## config.mk

```make
export PLATFORM = sky130hd
export DESIGN_NAME = lcg_sqrt
export DESIGN_NICKNAME = d
export VERILOG_FILES = /design/src/rtl/lcg_pkg.sv /design/src/rtl/lcg_sqrt.sv
export SDC_FILE = /design/constraint.sdc
export NUM_CORES = 2
export LEC_CHECK = 0
export BUFFER_PORTS_ARGS = -buffer_cell sky130_fd_sc_hd__buf_2
export CORE_ASPECT_RATIO = 0.7
export CORE_UTILIZATION = 25
export CTS_CLUSTER_SIZE = 25
export DETAILED_ROUTE_END_ITERATION = 16
export MAX_ROUTING_LAYER = met4
export PLACE_DENSITY = 0.46
export SLEW_MARGIN = 40
export SYNTH_ARGS = -nofsm -noshare
export SYNTH_HDL_FRONTEND = slang
export SYNTH_SLANG_ARGS = --single-unit
export TNS_END_PERCENT = 100
```

## constraint.sdc

```tcl
create_clock -name clk -period 7.8 [get_ports clk]
set_input_delay 1.56 -clock clk [delete_from_list [all_inputs] [get_ports clk]]
set_output_delay 1.56 -clock clk [all_outputs]
set_load 0.02 [all_outputs]
```

## src/rtl/lcg_pkg.sv

```systemverilog
// Shared constants for the line colour gradient block.
`default_nettype none
package lcg_pkg;
  localparam int COORD_BITS_DEF     = 16;
  localparam int DIST_FRAC_BITS_DEF = 8;
  localparam int CHAN_BITS          = 8;
  localparam int NUM_CHAN           = 3;
  localparam int COLOR_BITS         = CHAN_BITS * NUM_CHAN;
  localparam int SIDE_BITS          = 2 * COLOR_BITS;
endpackage
`default_nettype wire

```

## src/rtl/lcg_sqrt.sv

```systemverilog
// Pipelined fixed-point square root, one result bit per stage, two lanes.
`default_nettype none
module lcg_sqrt
  import lcg_pkg::*;
#(
  parameter int CW = COORD_BITS_DEF,
  parameter int FB = DIST_FRAC_BITS_DEF,
  parameter int SW = SIDE_BITS
) (
  input  wire logic                clk,
  input  wire logic                rst,
  input  wire logic                en,
  input  wire logic                in_valid,
  input  wire logic [2*CW+1:0]     v_in [2],
  input  wire logic [SW-1:0]       side_in,
  output logic                     out_valid,
  output logic [CW+FB+1:0]         root_out [2],
  output logic [SW-1:0]            side_out
);
  localparam int RW  = CW + 2 + FB;
  localparam int P   = RW;
  localparam int VW  = 2 * (CW + 2);
  localparam int RMW = RW + 3;

  logic           vld    [P+1];
  logic [RMW-1:0] rem_q  [P+1][2];
  logic [RW-1:0]  root_q [P+1][2];
  logic [VW-1:0]  v_q    [P+1][2];
  logic [SW-1:0]  side_q [P+1];

  always_comb begin
    vld[0]    = in_valid;
    side_q[0] = side_in;
    for (int l = 0; l < 2; l++) begin
      rem_q[0][l]  = '0;
      root_q[0][l] = '0;
      v_q[0][l]    = {2'b00, v_in[l]};
    end
  end

  for (genvar i = 0; i < P; i++) begin : g_stage
    logic [RMW-1:0] rem_sh [2];
    logic [RMW-1:0] trial  [2];

    always_comb begin
      for (int l = 0; l < 2; l++) begin
        rem_sh[l] = {rem_q[i][l][RMW-3:0], v_q[i][l][VW-1 -: 2]};
        trial[l]  = {1'b0, root_q[i][l], 2'b01};
      end
    end

    always_ff @(posedge clk) begin
      if (rst) begin
        vld[i+1] <= 1'b0;
      end else if (en) begin
        vld[i+1] <= vld[i];
      end
    end

    always_ff @(posedge clk) begin
      if (en) begin
        for (int l = 0; l < 2; l++) begin
          if (rem_sh[l] >= trial[l]) begin
            rem_q[i+1][l]  <= rem_sh[l] - trial[l];
            root_q[i+1][l] <= {root_q[i][l][RW-2:0], 1'b1};
          end else begin
            rem_q[i+1][l]  <= rem_sh[l];
            root_q[i+1][l] <= {root_q[i][l][RW-2:0], 1'b0};
          end
          v_q[i+1][l] <= {v_q[i][l][VW-3:0], 2'b00};
        end
        side_q[i+1] <= side_q[i];
      end
    end
  end

  assign out_valid   = vld[P];
  assign root_out[0] = root_q[P][0];
  assign root_out[1] = root_q[P][1];
  assign side_out    = side_q[P];
endmodule
`default_nettype wire

```

==> impl_metrics.csv <==
group,metric,value,unit
clock_network,cts_buffers,397,
placement,gp_congestion,0.8041,
grt,grt.overflow.total,0,
synth,synth_area_leaders,"edfxtp_1 70%, ha_1 5.2%, xor2_1 2.5%, xnor2_1 2.5%, inv_1 2.1%",
synth,ys_seq_area_share,69.83,%
pwr,p_int,38.28,mW
outcome,status,"finished, final reports clean",
floorplan,ioPinCount,221,
pwr,pwr-share-clk,36.7,%
timing,min_period_over_period,55.03,%
worst_setup_path,startpoint_type,"register",
synth,yosysUniqueCellTypes,89,
clock_network,cts_sinks,3744,
timing,fin_setup_tns,0,ns
synth,synth_cells,11379,
synth,syn_area,160600,µm²
clock_network,cts_htree_levels,5,
placement,placed_area,172600,µm²
timing,rsz0062_at_grt,"false",
clock_network,cts-resized-gates,0,
worst_setup_path,cp_max_fo,26,
worst_setup_path,slowest_delay,0.75,ns
pwr,pwr-share-seq,50.1,%
worst_setup_path,regToRegSetupSlack,3.51,ns
pwr,p_sw_share,26.14,%
timing,fin_crit,4.293,ns
route,drt-initial-drc-count,6195,
hold_path,min_path_type,"reg2reg",
placement,preCtsSetupSlack,3.573,ns
synth,synth_warnings,0,
synth,synth_area_leader_cell,"edfxtp_1",
floorplan,fp-row-count,245,
worst_setup_path,required,8.54,ns
worst_setup_path,worstSetupPathType,"reg2reg",
route,wl_per_cell,14.94,µm
clock_network,clk_pin_slew,0.07,ns
clock_network,cts_hold_buf,0,
route,wl,309.8,mm
timing,finalSetupViolations,0,
route,drc_errors,0,
worst_setup_path,r2r-start,"g_stage[17].rem_sh[31]",
grt,antenna_found_initial,5,
route,first_pass_iters,6,
synth,syn_avg_cell_area,14.12,µm²
synth,synth_ff_type,"edfxtp_1",
clock_network,root_buffer,"clkbuf_16",
synth,async_flop_share,0,%
layout,final_core_util,29.13,%
worst_setup_path,endpoint_kind,"register",
grt,grt_pass1_wl,485.5,mm
timing,worst_slack,3.508,ns
clock_network,tritoncts,"yes",
floorplan,die_w,960.1,µm
clock_network,cts_setup_buffers,0,
timing,whs,0.3562,ns
floorplan,core_area,637900,µm²
run,cap_viol_max_count,0,
layout,nets,12693,
grt,grt_pass1_vias,84078,
clock_network,clock_path_buffers,4,
pwr,switching_power,13.55,mW
worst_setup_path,endpoint,"g_stage[18].rem_sh[45]",
worst_setup_path,r2r-end,"g_stage[18].rem_sh[45]",
pwr,power.total,51.83,mW
floorplan,die_h,672.7,µm
synth,ys_ff_latch,3744,
worst_setup_path,r2r.worst_path.cells,10,
placement,port_buffers,218,
timing,relSlewSlack,39.14,%
clock_network,clock_latency,1.04,ns
placement,dp_cells,20004,
layout,drive_above_1_share,8.943,%
timing,finClkSkew,0.07329,ns
layout,nFillCells,63829,
route,vias,86246,
timing,slew_viol_final,0,
floorplan,die_area,645800,µm²
worst_setup_path,crit_start,"g_stage[17].rem_sh[31]",
worst_setup_path,arrival,5.04,ns
timing,max_freq,233.0,MHz
layout,syn2layout_area_growth,15.67,%
worst_setup_path,path_cells,"ha_1 -> o21a_1 -> nor4_1 -> nor3_1 -> o2111ai_1 -> a31oi_1 -> o21ai_0 -> o21ba_2 -> clkinv_1 -> mux2_2",
timing,worst_pin_slew,0.9130,ns
pwr,power_frac_comb,13.2,%
grt,track_usage,9.492,%
layout,fin_area,185800,µm²
pwr,cellPowerDensity,278.9,nW/µm²
layout,finalNonFillerCells,20736,
pwr,ir_drop,0.1966,mV
timing,hold_viol_final,0,
grt,grt_max_degree,154,
layout,final_common_cell,"edfxtp_1",
synth,synth_edf_count,3718,
floorplan,start_util,25.18,%
pwr,p_leak,67.45,nW
synth,netlist.area_leader.share,69.50,%
layout,final_cell_mix,"3718 x edfxtp_1, 891 x inv_1, 733 x nand2_1",
placement,hpwl,212.3,mm
route,via_per_inst,4.159,
worst_setup_path,critPathSlowestCell,"clkinv_1",
route,ant_nets,0,
[worst max-delay path, delay by kind of cell (launching register included)]
family                     cells  cell delay, ns
AOI/OAI and AO/OA              5            1.57
buffers and inverters          1            0.75
muxes                          1            0.52
and+or+nand+nor                2            0.43
DFF                            1            0.39
adders and majority gates      1            0.37
[sequential cells by signal (all words and copies together) (netlist names)]
signal,flops
g_stage.rem_sh,1276
side_q,1200
g_stage.trial,600
v_q,544
root_out,50
side_out,48
vld,25
out_valid,1
[cell families after synthesis]
logic type | count (synthesis) | synth area share, %
simple gates | 2764 | 8.421
xor+xnor | 917 | 5.005
mux | 108 | 0.7259
other cells | 1 | 0.002335
compound gates | 2043 | 7.867
buf+inv | 1114 | 2.726
flops | 3744 | 69.83
fa+ha+maj | 688 | 5.424
[routing by layer]
metal | vias to the layer above | global-route usage (%) | share of wire (%)
li1 | 43381 | - | -
met1 | 40851 | 14.12 | 53
met2 | 1451 | 13.12 | 40
met3 | 563 | 1.505 | 4.1
met4 | 0 | 2.974 | 3.2
met5 | - | - | 0
[power groups by stage]
stage          logic [mW]  clock network, mW  registers [mW]
5_1_grt              7.73               20.6            26.2
3_3_place_gp         6.83                  0            26.4
4_1_cts              6.87               19.9            26.0
2_1_floorplan        5.02                  0            25.8
3_5_place_dp         6.84                  0            26.4
6_report             6.83               19.0            26.0
[worst min path at each step]
stage | from | end | slack (ns) | cells after the start
2_1_floorplan | v_q[1256] | g_stage[10].rem_sh[0] | 0.40 | 0
3_3_place_gp | side_q[921] | side_q[873] | 0.40 | 0
3_5_place_dp | v_q[824] | g_stage[16].rem_sh[0] | 0.40 | 0
4_1_cts | v_q[1743] | v_q[1673] | 0.35 | 0
5_1_grt | side_q[735] | side_q[687] | 0.36 | 0
6_report | v_q[1743] | v_q[1673] | 0.36 | 0
[cell usage after synthesis, drive strengths merged, types with 21 or more instances]
| library cell | number |
|---|---|
| a211o | 21 |
| a211oi | 70 |
| a21boi | 28 |
| a21o | 199 |
| a21oi | 592 |
| a31oi | 54 |
| and2 | 38 |
| and3 | 40 |
| buf | 62 |
| clkbuf | 153 |
| dfxtp | 26 |
| edfxtp | 3718 |
| ha | 674 |
| inv | 893 |
| mux2 | 68 |
| mux2i | 40 |
| nand2 | 733 |
| nand2b | 135 |
| nand3 | 171 |
| nand4 | 87 |
| nor2 | 696 |
| nor2b | 98 |
| nor3 | 272 |
| nor3b | 22 |
| nor4 | 164 |
| o211ai | 25 |
| o21a | 130 |
| o21ai | 590 |
| o21bai | 47 |
| o31ai | 84 |
| o41ai | 31 |
| or2 | 51 |
| or3 | 98 |
| or4 | 74 |
| xnor2 | 452 |
| xor2 | 465 |
[area by class of cell]
class,instances,area [µm²],share of cell area [%]
clock buffer,462,10200,5.490
inverter,899,3374,1.816
sequential,3744,112200,60.37
antenna,4,10.01,0.005387
clock inverter,263,2890,1.556
tap,8521,10660,5.738
multi-input combinational,6524,44280,23.83
timing repair buffer,319,2217,1.193
No activity file was read; power rests on OpenSTA's default activity.
