$ cat src/rtl/lcg_pkg.sv
// Shared constants for the line colour gradient block.
`default_nettype none
package lcg_pkg;
  localparam int COORD_BITS_DEF     = 16;
  localparam int DIST_FRAC_BITS_DEF = 8;
  localparam int CHAN_BITS          = 8;
  localparam int NUM_CHAN           = 3;
  localparam int COLOR_BITS         = CHAN_BITS * NUM_CHAN;
  localparam int SIDE_BITS          = 2 * COLOR_BITS;
endpackage
`default_nettype wire

$ cat src/rtl/lcg_blend.sv
// Colour blend pipeline: traveled distance, product, 8-step divider, assemble.
`default_nettype none
module lcg_blend
  import lcg_pkg::*;
#(
  parameter int RW = COORD_BITS_DEF + 2 + DIST_FRAC_BITS_DEF
) (
  input  wire logic                  clk,
  input  wire logic                  rst,
  input  wire logic                  en,
  input  wire logic                  in_valid,
  input  wire logic [RW-1:0]         len,
  input  wire logic [RW-1:0]         rem,
  input  wire logic [COLOR_BITS-1:0] sc,
  input  wire logic [COLOR_BITS-1:0] ec,
  output logic                       out_valid,
  output logic [COLOR_BITS-1:0]      color
);
  localparam int PW = RW + CHAN_BITS;
  localparam int ND = CHAN_BITS;

  // stage A: traveled distance and channel differences
  logic                 a_vld;
  logic [RW-1:0]        a_trav, a_div;
  logic [CHAN_BITS-1:0] a_s [NUM_CHAN];
  logic [CHAN_BITS-1:0] a_n [NUM_CHAN];
  logic                 a_dir [NUM_CHAN];
  // stage B: products
  logic                 b_vld;
  logic [RW-1:0]        b_div;
  logic [PW-1:0]        b_prod [NUM_CHAN];
  logic [CHAN_BITS-1:0] b_s [NUM_CHAN];
  logic                 b_dir [NUM_CHAN];
  // divider stages
  logic                 d_vld  [ND+1];
  logic [RW-1:0]        d_div  [ND+1];
  logic [RW-1:0]        d_p    [ND+1][NUM_CHAN];
  logic [ND-1:0]        d_lo   [ND+1][NUM_CHAN];
  logic [ND-1:0]        d_q    [ND+1][NUM_CHAN];
  logic [CHAN_BITS-1:0] d_s    [ND+1][NUM_CHAN];
  logic                 d_dir  [ND+1][NUM_CHAN];
  logic                 o_vld;

  always_ff @(posedge clk) begin
    if (rst) begin
      a_vld <= 1'b0;
      b_vld <= 1'b0;
      o_vld <= 1'b0;
    end else if (en) begin
      a_vld <= in_valid;
      b_vld <= a_vld;
      o_vld <= d_vld[ND];
    end
  end

  always_ff @(posedge clk) begin
    if (en) begin
      a_trav <= (rem >= len) ? '0 : len - rem;
      // zero length: traveled is zero, so any non-zero divisor yields the start colour
      a_div  <= (len == '0) ? RW'(1) : len;
      for (int c = 0; c < NUM_CHAN; c++) begin
        a_s[c]   <= sc[c*CHAN_BITS +: CHAN_BITS];
        a_dir[c] <= ec[c*CHAN_BITS +: CHAN_BITS] < sc[c*CHAN_BITS +: CHAN_BITS];
        a_n[c]   <= (ec[c*CHAN_BITS +: CHAN_BITS] < sc[c*CHAN_BITS +: CHAN_BITS])
                    ? sc[c*CHAN_BITS +: CHAN_BITS] - ec[c*CHAN_BITS +: CHAN_BITS]
                    : ec[c*CHAN_BITS +: CHAN_BITS] - sc[c*CHAN_BITS +: CHAN_BITS];
      end
      b_div <= a_div;
      for (int c = 0; c < NUM_CHAN; c++) begin
        b_prod[c] <= a_n[c] * a_trav;
        b_s[c]    <= a_s[c];
        b_dir[c]  <= a_dir[c];
      end
    end
  end

  always_comb begin
    d_vld[0] = b_vld;
    d_div[0] = b_div;
    for (int c = 0; c < NUM_CHAN; c++) begin
      d_p[0][c]   = b_prod[c][PW-1 -: RW];
      d_lo[0][c]  = b_prod[c][ND-1:0];
      d_q[0][c]   = '0;
      d_s[0][c]   = b_s[c];
      d_dir[0][c] = b_dir[c];
    end
  end

  for (genvar k = 0; k < ND; k++) begin : g_div
    logic [RW:0] p_sh [NUM_CHAN];

    always_comb begin
      for (int c = 0; c < NUM_CHAN; c++) begin
        p_sh[c] = {d_p[k][c], d_lo[k][c][ND-1]};
      end
    end

    always_ff @(posedge clk) begin
      if (rst) begin
        d_vld[k+1] <= 1'b0;
      end else if (en) begin
        d_vld[k+1] <= d_vld[k];
      end
    end

    always_ff @(posedge clk) begin
      if (en) begin
        d_div[k+1] <= d_div[k];
        for (int c = 0; c < NUM_CHAN; c++) begin
          if (p_sh[c] >= {1'b0, d_div[k]}) begin
            d_p[k+1][c] <= RW'(p_sh[c] - {1'b0, d_div[k]});
            d_q[k+1][c] <= {d_q[k][c][ND-2:0], 1'b1};
          end else begin
            d_p[k+1][c] <= p_sh[c][RW-1:0];
            d_q[k+1][c] <= {d_q[k][c][ND-2:0], 1'b0};
          end
          d_lo[k+1][c]  <= {d_lo[k][c][ND-2:0], 1'b0};
          d_s[k+1][c]   <= d_s[k][c];
          d_dir[k+1][c] <= d_dir[k][c];
        end
      end
    end
  end

  always_ff @(posedge clk) begin
    if (en) begin
      for (int c = 0; c < NUM_CHAN; c++) begin
        color[c*CHAN_BITS +: CHAN_BITS] <= d_dir[ND][c] ? d_s[ND][c] - d_q[ND][c]
                                                         : d_s[ND][c] + d_q[ND][c];
      end
    end
  end

  assign out_valid = o_vld;
endmodule
`default_nettype wire

$ cat config.mk
export PLATFORM = sky130hd
export DESIGN_NAME = lcg_blend
export DESIGN_NICKNAME = d
export VERILOG_FILES = /design/src/rtl/lcg_pkg.sv /design/src/rtl/lcg_blend.sv
export SDC_FILE = /design/constraint.sdc
export NUM_CORES = 2
export LEC_CHECK = 0
export BUFFER_PORTS_ARGS = -buffer_cell sky130_fd_sc_hd__buf_2
export CAP_MARGIN = 10
export CORE_MARGIN = 4
export CORE_UTILIZATION = 46
export CTS_BUF_LIST = sky130_fd_sc_hd__clkbuf_4 sky130_fd_sc_hd__clkbuf_8
export DETAILED_ROUTE_END_ITERATION = 12
export GPL_ROUTABILITY_DRIVEN = 0
export PLACE_DENSITY = 0.72
export SETUP_SLACK_MARGIN = 0.02
export SLEW_MARGIN = 10
export SYNTH_ARGS = -nofsm -noshare
export SYNTH_HDL_FRONTEND = slang
export SYNTH_SLANG_ARGS = --single-unit
$ cat constraint.sdc
create_clock -name clk -period 12.61 [get_ports clk]
set_clock_uncertainty 0.2 [all_clocks]
set_input_delay 1.8915 -clock clk [delete_from_list [all_inputs] [get_ports clk]]
set_output_delay 1.8915 -clock clk [all_outputs]
set_load 0.02 [all_outputs]
==> impl_metrics.yaml <==
clock_tree:
  root_buffer: "clkbuf_8"
  cts_resized: 0
  clockBufferDepth: 3
  clk_pin_slew_worst_paths_ps: 60
  cts_tree: "built"
  cts_sinks: 1429
  numCtsBuffers: 232
  htree_levels: 4
  post_cts_buffers: 0
  clk_latency_ps: 990
  hold_buffers: 0
floorplan:
  fp-row-count: 172
  initial_utilization: 0.465
  die_x_um: 480
  die_h_um: 480
  core-area_um2: 221000
  dieArea_um2: 230000
  ioPinCount: 129
worst_setup_path:
  r2r_end: "b_prod[0][100]"
  crit_chain: "nand2_1, fa_1, fa_1, inv_1, fa_1, inv_1, fa_1, inv_1, ha_1, o21a_1, o21ai_0, nand2b_1, o21ai_0, a31oi_1, and3b_1, a41oi_1, o31ai_1, o311ai_0"
  critPathLaunchType: "register"
  crit_required_ps: 13080
  ff2ff_path_depth: 18
  r2r-start: "a_trav[4]"
  critPathSlowestCell: "edfxtp_1"
  cpPeakStageDelay_ps: 1010
  crit_type: "register to register"
  endpoint_kind: "register"
  crit_top_cell: "fa_1"
  regToRegSetupSlack_ps: 5980
  cp_max_fo: 24
  cp.arrival_ps: 7100
synth:
  yosysSeqAreaShare: 0.418
  synth.largest_area_cell: "edfxtp_1"
  yosysMostFrequentCell: "edfxtp_1"
  synth_cells: 9466
  synth_area_per_cell_um2: 10.8
  netlist_area_um2: 102000
  synth.distinct_cells: 101
  synth_edf_count: 1418
  synth_commonest_cells: "1418 x edfxtp_1, 979 x inv_1, 881 x ha_1"
  synthArstFlopShare: 0
  syn_nets: 10900
  ys_ff_latch: 1429
  ys_top_cells_by_area: "edfxtp_1 42%, ha_1 11%, fa_1 9.0%, inv_1 3.6%, a21oi_1 3.3%"
  yosys_warnings: 0
  synthFlopType: "edfxtp_1"
  synth_top_area_share: 0.416
cells_and_area:
  fin_area_um2: 111000
  regArea_um2: 42800
  fillers: 19200
  area_growth_pct: 8.57
  layout.nets: 11000
  multiInputGateArea_um2: 54900
  drive_above_1_share: 0.0893
  layout.cells.non_filler: 12700
detailed_routing:
  drc: 0
  drt-initial-drc-count: 6568
  via_count: 72800
  via_per_inst: 5.71
  wirelength_um: 263000
  wl_per_cell_um: 20.7
  drtAntennaViolNets: 0
  drt_first_pass_iters: 6
sta:
  drv_slew: 0
  fin_setup_tns_ps: 0
  fmax_mhz: 151
  maxSlewHeadroom: 0.156
  period_share: 0.525
  finalSetupViolCount: 0
  timing.hold.ws_ps: 163
  rsz0062_at_grt: "false"
  fin_crit_ps: 6630
  worst_pin_slew_ps: 1270
  hold_violations: 0
placement:
  dpl.cell_count: 12300
  io_buffers: 128
  post_dp_cell_area_um2: 106000
  hpwl_um: 206000
grt:
  grt_first_pass_wirelength_um: 411000
  overflow: 0
  grt_max_degree: 172
  grt_use_total: 0.227
  antenna_found_initial: 4
  grt_pass1_vias: 74100
hold_path:
  holdPathStages: 0
  hold_start: "d_s[127]"
  hold_path_end: "d_s[103]"
  min_path_type: "register to register"
run:
  cap_violations: 0
status:
  run_status: "finished, final reports clean"
-- metal layers --
| layer | up-vias | share of wire | global-route usage |
|---|---|---|---|
| met5 | - | 0.000049 | 0 |
| met4 | 2 | 0.079 | 0.151 |
| met3 | 828 | 0.059 | 0.0322 |
| met2 | 2906 | 0.47 | 0.380 |
| met1 | 35200 | 0.39 | 0.272 |
| li1 | 33900 | - | - |
-- sequential cells by signal, summed over array words and instances, names as in the netlist, 26 cells and up --
signal,flops
a_div,26
a_trav,26
d_q,108
d_s,192
d_p,546
b_prod,102
b_div,26
d_lo,84
d_div,182
-- critical path: cells and delay by family (launching register included) --
kind                       cells  cell delay [ps]
AOI/OAI and AO/OA              7             1860
adders and majority gates      5             2420
DFF                            1             1010
and+or+nand+nor                3              640
buffers and inverters          3              160
-- metrics by stage --
stage	util	setup WS [ps]
global placement	0.481	6230
global route	0.504	5620
CTS	0.504	6020
detailed placement	0.481	6050
floorplan	-	6880
finish	0.504	5980
-- cell families after synthesis --
logic type,Yosys count,share of synthesized area
and+or+nand+nor,2357,0.116
AOI/OAI and AO/OA,2150,0.135
adders and majority gates,1344,0.198
muxes,330,0.0354
DFF,1429,0.418
buffers and inverters,1275,0.0480
xor gates and xnor gates,581,0.0497
-- cell usage in the layout (no fill, tap or decap), types with 125 or more instances in the layout --
cell type,instances
edfxtp_1,1418
nand3_1,125
a21oi_1,671
buf_2,127
fa_1,463
xnor2_1,366
o21ai_0,412
nor2_1,498
mux2_2,237
a21o_1,400
nand2_1,556
inv_1,979
clkbuf_8,235
ha_1,881
xor2_1,215
and2_1,525
-- worst max-delay path by stage --
stage | start | to | depth (start not counted)
after CTS | a_trav[0] | b_prod[0][33] | 17
final | a_trav[4] | b_prod[0][100] | 18
after detailed placement | a_trav[0] | b_prod[0][33] | 17
after global routing | a_trav[0] | b_prod[0][100] | 18
after global placement | a_n[0][23] | b_prod[0][100] | 18
after floorplan | a_n[0][6] | b_prod[0][30] | 19
-- final cells by class --
class / instances / area share
sequential: 1429 / 0.385
inverter: 980 / 0.0331
antenna: 3 / 0.0000675
timing repair buffer: 176 / 0.00947
clock buffer: 288 / 0.0326
clock inverter: 140 / 0.0135
tap: 2958 / 0.0333
multi-input combinational: 6762 / 0.493
Power is not shown: default switching activity piles up to over one toggle a cycle in this logic, so the estimate is an artifact.
