**src/rtl/lcg_pkg.sv**
```systemverilog
// Shared constants for the line colour gradient block.
`default_nettype none
package lcg_pkg;
  localparam int COORD_BITS_DEF     = 16;
  localparam int DIST_FRAC_BITS_DEF = 8;
  localparam int CHAN_BITS          = 8;
  localparam int NUM_CHAN           = 3;
  localparam int COLOR_BITS         = CHAN_BITS * NUM_CHAN;
  localparam int SIDE_BITS          = 2 * COLOR_BITS;
endpackage
`default_nettype wire

```
**src/rtl/lcg_dist.sv**
```systemverilog
// Squared distance pipeline: difference, square, sum for two point pairs.
`default_nettype none
module lcg_dist
  import lcg_pkg::*;
#(
  parameter int CW = COORD_BITS_DEF,
  parameter int SW = SIDE_BITS
) (
  input  wire logic                  clk,
  input  wire logic                  rst,
  input  wire logic                  en,
  input  wire logic                  in_valid,
  input  wire logic signed [CW-1:0]  ax [2],
  input  wire logic signed [CW-1:0]  ay [2],
  input  wire logic signed [CW-1:0]  bx [2],
  input  wire logic signed [CW-1:0]  by [2],
  input  wire logic [SW-1:0]         side_in,
  output logic                       out_valid,
  output logic [2*CW+1:0]            dsq [2],
  output logic [SW-1:0]              side_out
);
  logic [2:0]       vld;
  logic [CW:0]      ux [2];
  logic [CW:0]      uy [2];
  logic [2*CW+1:0]  sx [2];
  logic [2*CW+1:0]  sy [2];
  logic [SW-1:0]    side [3];
  logic signed [CW:0] dx [2];
  logic signed [CW:0] dy [2];

  always_comb begin
    for (int l = 0; l < 2; l++) begin
      dx[l] = {ax[l][CW-1], ax[l]} - {bx[l][CW-1], bx[l]};
      dy[l] = {ay[l][CW-1], ay[l]} - {by[l][CW-1], by[l]};
    end
  end

  always_ff @(posedge clk) begin
    if (rst) begin
      vld <= '0;
    end else if (en) begin
      vld <= {vld[1:0], in_valid};
    end
  end

  always_ff @(posedge clk) begin
    if (en) begin
      for (int l = 0; l < 2; l++) begin
        ux[l]  <= dx[l][CW] ? (~dx[l] + 1'b1) : dx[l];
        uy[l]  <= dy[l][CW] ? (~dy[l] + 1'b1) : dy[l];
        sx[l]  <= ux[l] * ux[l];
        sy[l]  <= uy[l] * uy[l];
        dsq[l] <= sx[l] + sy[l];
      end
      side[0] <= side_in;
      side[1] <= side[0];
      side[2] <= side[1];
    end
  end

  assign out_valid = vld[2];
  assign side_out  = side[2];
endmodule
`default_nettype wire

```
**config.mk**
```make
export PLATFORM = sky130hd
export DESIGN_NAME = lcg_dist
export DESIGN_NICKNAME = d
export VERILOG_FILES = /design/src/rtl/lcg_pkg.sv /design/src/rtl/lcg_dist.sv
export SDC_FILE = /design/constraint.sdc
export NUM_CORES = 2
export LEC_CHECK = 0
export BUFFER_PORTS_ARGS = -buffer_cell sky130_fd_sc_hd__buf_4
export CORE_ASPECT_RATIO = 0.6
export CORE_MARGIN = 2
export CORE_UTILIZATION = 35
export CTS_CLUSTER_DIAMETER = 120
export CTS_CLUSTER_SIZE = 20
export DETAILED_ROUTE_END_ITERATION = 12
export PLACE_DENSITY = 0.52
export REMOVE_ABC_BUFFERS = 1
export SLEW_MARGIN = 20
export SYNTH_ARGS = -nofsm -noshare
export SYNTH_HDL_FRONTEND = slang
export SYNTH_SLANG_ARGS = --single-unit
```
**constraint.sdc**
```tcl
create_clock -name clk -period 6.86 [get_ports clk]
set_input_delay 1.029 -clock clk [delete_from_list [all_inputs] [get_ports clk]]
set_output_delay 1.029 -clock clk [all_outputs]
set_load 0.01 [all_outputs]
```
==> impl_metrics.env <==
export IMPL_timing_final_crit_period_ns=6.58
export IMPL_antenna_violating_nets_post_route=0
export IMPL_cts_buffer_depth=3
export IMPL_max_clock_freq_ghz=0.152
export IMPL_synth_top_cells_by_count="sky130_fd_sc_hd__inv_1 (1255), sky130_fd_sc_hd__fa_1 (766), sky130_fd_sc_hd__ha_1 (572), sky130_fd_sc_hd__edfxtp_1 (412), sky130_fd_sc_hd__nand2_1 (394)"
export IMPL_postSynthAreaPerCell_um2=10.1
export IMPL_ioPinCount=297
export IMPL_avgViaCountPerCell=4.64
export IMPL_cell_types_occupying_the_most_area_after_synthesis="sky130_fd_sc_hd__fa_1 (29%), sky130_fd_sc_hd__edfxtp_1 (23%), sky130_fd_sc_hd__ha_1 (14%), sky130_fd_sc_hd__inv_1 (8.9%), sky130_fd_sc_hd__xnor2_1 (3.7%)"
export IMPL_drt_pass1_iter_count=5
export IMPL_postSynthRegisterBits=415
export IMPL_synth_simple_gate_area_share_pct=10.4
export IMPL_number_of_antenna_violations_at_the_first_check_in_global_routing=0
export IMPL_final_setup_vio_count=0
export IMPL_post_route_cells_drive_above_1_share_pct=9.81
export IMPL_cts_root_buf="sky130_fd_sc_hd__clkbuf_16"
export IMPL_fp_dieH_um=305
export IMPL_path_max_fanout=7
export IMPL_placeableCoreArea_mm2=0.150
export IMPL_fin_area_mm2=0.0589
export IMPL_async_reset_ff_share_pct=0
export IMPL_area_occupied_by_registers_mm2=0.0124
export IMPL_utilization_pct=39.3
export IMPL_dieWidth_um=505
export IMPL_post_route_drc_count=0
export IMPL_synthesis_yosys_warnings=0
export IMPL_synth_fa_ha_area_share_pct=42.6
export IMPL_compound_cell_area_share_of_the_yosys_netlist_pct=7.90
export IMPL_first_global_vias=36200
export IMPL_drv_max_cap_violation_count=0
export IMPL_drt_first_iter_violations=2084
export IMPL_fillers=14900
export IMPL_slew_headroom_pct=38.6
export IMPL_min_path_type="reg -> reg"
export IMPL_num_vias=35100
export IMPL_grt_overflow_total=0
export IMPL_busiest_layer="met1"
export IMPL_synthDominantCellAreaShare_pct=29.1
export IMPL_clk_insertion_delay_late_ns=0.65
export IMPL_synth_edf_count=412
export IMPL_seq_area_frac_synth_pct=23.6
export IMPL_post_route_period_util_pct=95.9
export IMPL_crit_top_cell="sky130_fd_sc_hd__fa_1"
export IMPL_synth_distinct_cells=87
export IMPL_worst_ep_required_time_ns=7.27
export IMPL_crit_path_max_incr_delay_ns=0.57
export IMPL_maximum_level_of_the_cts_h_tree=1
export IMPL_postCtsHoldBufs=0
export IMPL_synth_area_mm2=0.0527
export IMPL_final_net_count=7052
export IMPL_place_ws_ns=0.0746
export IMPL_post_synth_top_area_cell="sky130_fd_sc_hd__fa_1"
export IMPL_critical_path_slowest_cell="sky130_fd_sc_hd__fa_1"
export IMPL_areaGrowthSynthToFinish_pct=11.7
export IMPL_place_detailed_instances=7456
export IMPL_worst_setup_path_type="reg -> reg"
export IMPL_avgRoutedWirePerCell_um=15.4
export IMPL_die_outline_area_mm2=0.154
export IMPL_track_usage_pct=15.3
export IMPL_tightest_slew_ns=0.920
export IMPL_xor_xnor_share_of_the_synthesized_area_pct=4.87
export IMPL_final_cell_count_no_fill=7563
export IMPL_floorplan_initialDensity_pct=35.2
export IMPL_yosysMostFrequentCell="sky130_fd_sc_hd__inv_1"
export IMPL_postLayoutSetupSlackWorst_ns=0.283
export IMPL_cts_made_buffers=28
export IMPL_cts_sink_count=415
export IMPL_grt_met2_usage_pct=23.2
export IMPL_cts_tree="yes"
export IMPL_dp_wirelength_mm=97.1
export IMPL_dominantRegCellSynth="sky130_fd_sc_hd__edfxtp_1"
export IMPL_drv_slew=0
export IMPL_timing_critical_path_to_type="register"
export IMPL_post_synth_mux_area_share_pct=0.242
export IMPL_dominant_combinational_cell_family_by_area_after_synthesis="adder cells"
export IMPL_placement_cell_area_mm2=0.0575
export IMPL_place_port_buffers=296
export IMPL_drt_wirelength_mm=116
export IMPL_clock_skew_final_ns=0.0277
export IMPL_outcome="finished clean"
export IMPL_global_route_usage_met1_pct=23.7
export IMPL_floorplan_rows=110
export IMPL_data_arrival_time_of_the_critical_path_ns=6.99
export IMPL_grt_max_degree=145
export IMPL_multi_input_area_mm2=0.0349
export IMPL_critPathLaunchType="register"
export IMPL_grt_pass1_wl_mm=192
export IMPL_globalplace_congestion=0.833
export IMPL_timing_hold_violations_final=0
export IMPL_use_met3_pct=2.17
export IMPL_synthesis_instances=5199
export IMPL_diodes=0
export IMPL_cts_reportedPaths_clkPinSlew_ns=0.09
export IMPL_path_cells="buf_4 > nand2_1 > fa_1 > fa_1 > inv_1 > fa_1 > fa_1 > fa_1 > inv_1 > fa_1 > inv_1 > ha_1 > a21o_1 > a21o_1 > a221o_1 > or3_1 > o211ai_1 > o21ai_2 > a31o_1 > a21oi_1 > xnor2_1"
-- placed cells by master, fill, tap and decap left out, types with 18 or more instances in the layout --
cell type	count
sky130_fd_sc_hd__a211oi_1	22
sky130_fd_sc_hd__a21o_1	72
sky130_fd_sc_hd__a21oi_1	180
sky130_fd_sc_hd__a31oi_1	23
sky130_fd_sc_hd__and2_1	223
sky130_fd_sc_hd__and3_1	26
sky130_fd_sc_hd__buf_4	445
sky130_fd_sc_hd__clkbuf_16	28
sky130_fd_sc_hd__edfxtp_1	412
sky130_fd_sc_hd__fa_1	766
sky130_fd_sc_hd__ha_1	572
sky130_fd_sc_hd__inv_1	1255
sky130_fd_sc_hd__nand2_1	394
sky130_fd_sc_hd__nand2b_1	23
sky130_fd_sc_hd__nand3_1	47
sky130_fd_sc_hd__nor2_1	188
sky130_fd_sc_hd__nor2b_1	48
sky130_fd_sc_hd__nor3_1	59
sky130_fd_sc_hd__o21a_1	56
sky130_fd_sc_hd__o21ai_0	61
sky130_fd_sc_hd__o21ai_1	32
sky130_fd_sc_hd__o21bai_1	23
sky130_fd_sc_hd__or2_2	18
sky130_fd_sc_hd__or3_1	19
sky130_fd_sc_hd__xnor2_1	223
sky130_fd_sc_hd__xor2_1	70
-- layout make-up --
| class | count | share of cell area [%] |
|---|---|---|
| Inverter | 1256 | 8.00 |
| Clock inverter | 10 | 0.274 |
| Multi-Input combinational cell | 3380 | 59.2 |
| Sequential cell | 415 | 21.1 |
| Timing Repair Buffer | 453 | 5.92 |
| Tap cell | 2016 | 4.28 |
| Clock buffer | 33 | 1.22 |
-- timing repair --
item / 4_1_cts / 5_1_grt
gates resized for setup: 0 / 12
pin swaps: 0 / 2
setup endpoints to repair: 1 / 21
buffers inserted: 4 / 60
-- kinds of logic (layout without fill, tap and decap cells) --
family / after synthesis / in the layout
buffers and inverters: 1404 / 1752
adder cells (fa/ha/maj): 1338 / 1338
AND/OR/NAND/NOR: 1112 / 1112
AO/OA/AOI/OAI: 625 / 625
flip-flops: 415 / 415
XOR/XNOR: 293 / 293
multiplexers: 12 / 12
-- metrics by stage --
stage / hold slack, ns / setup TNS, ns
3_3_place_gp: 0.400 / 0
5_1_grt: 0.399 / -0.0272
4_1_cts: 0.406 / 0
2_1_floorplan: 0.400 / 0
6_report: 0.404 / 0
3_5_place_dp: 0.405 / 0
-- per-layer routing --
| metal | up-vias | part of all wire [%] |
|---|---|---|
| li1 | 17100 | - |
| met4 | 0 | 1.1 |
| met3 | 57 | 4.3 |
| met2 | 527 | 43 |
| met1 | 17400 | 52 |
| met5 | - | 0 |
-- critical path: cells and delay by family, from the launching register on --
family / cells / cell delay [ns]
AO/OA/AOI/OAI: 7 / 1.58
XOR/XNOR: 1 / 0.08
flip-flops: 1 / 0.52
adder cells (fa/ha/maj): 7 / 3.43
AND/OR/NAND/NOR: 2 / 0.41
buffers and inverters: 4 / 0.34
-- worst paths after layout --
kind         cells past startpoint  slack (ns)           to         from
max                             21        0.28    sy[0][31]     uy[0][4]
max reg2reg                     21        0.28    sy[0][31]     uy[0][4]
min reg2reg                      0        0.40  side[0][70]  side[0][22]
min                              0        0.40  side[0][70]  side[0][22]
-- state kept, by name (all words and copies together) (netlist names) --
register	cells
sy	66
uy	34
vld	3
ux	34
sx	66
side	144
dsq	68
Power is not shown: default switching activity piles up to over one toggle a cycle in this logic, so the estimate is an artifact.
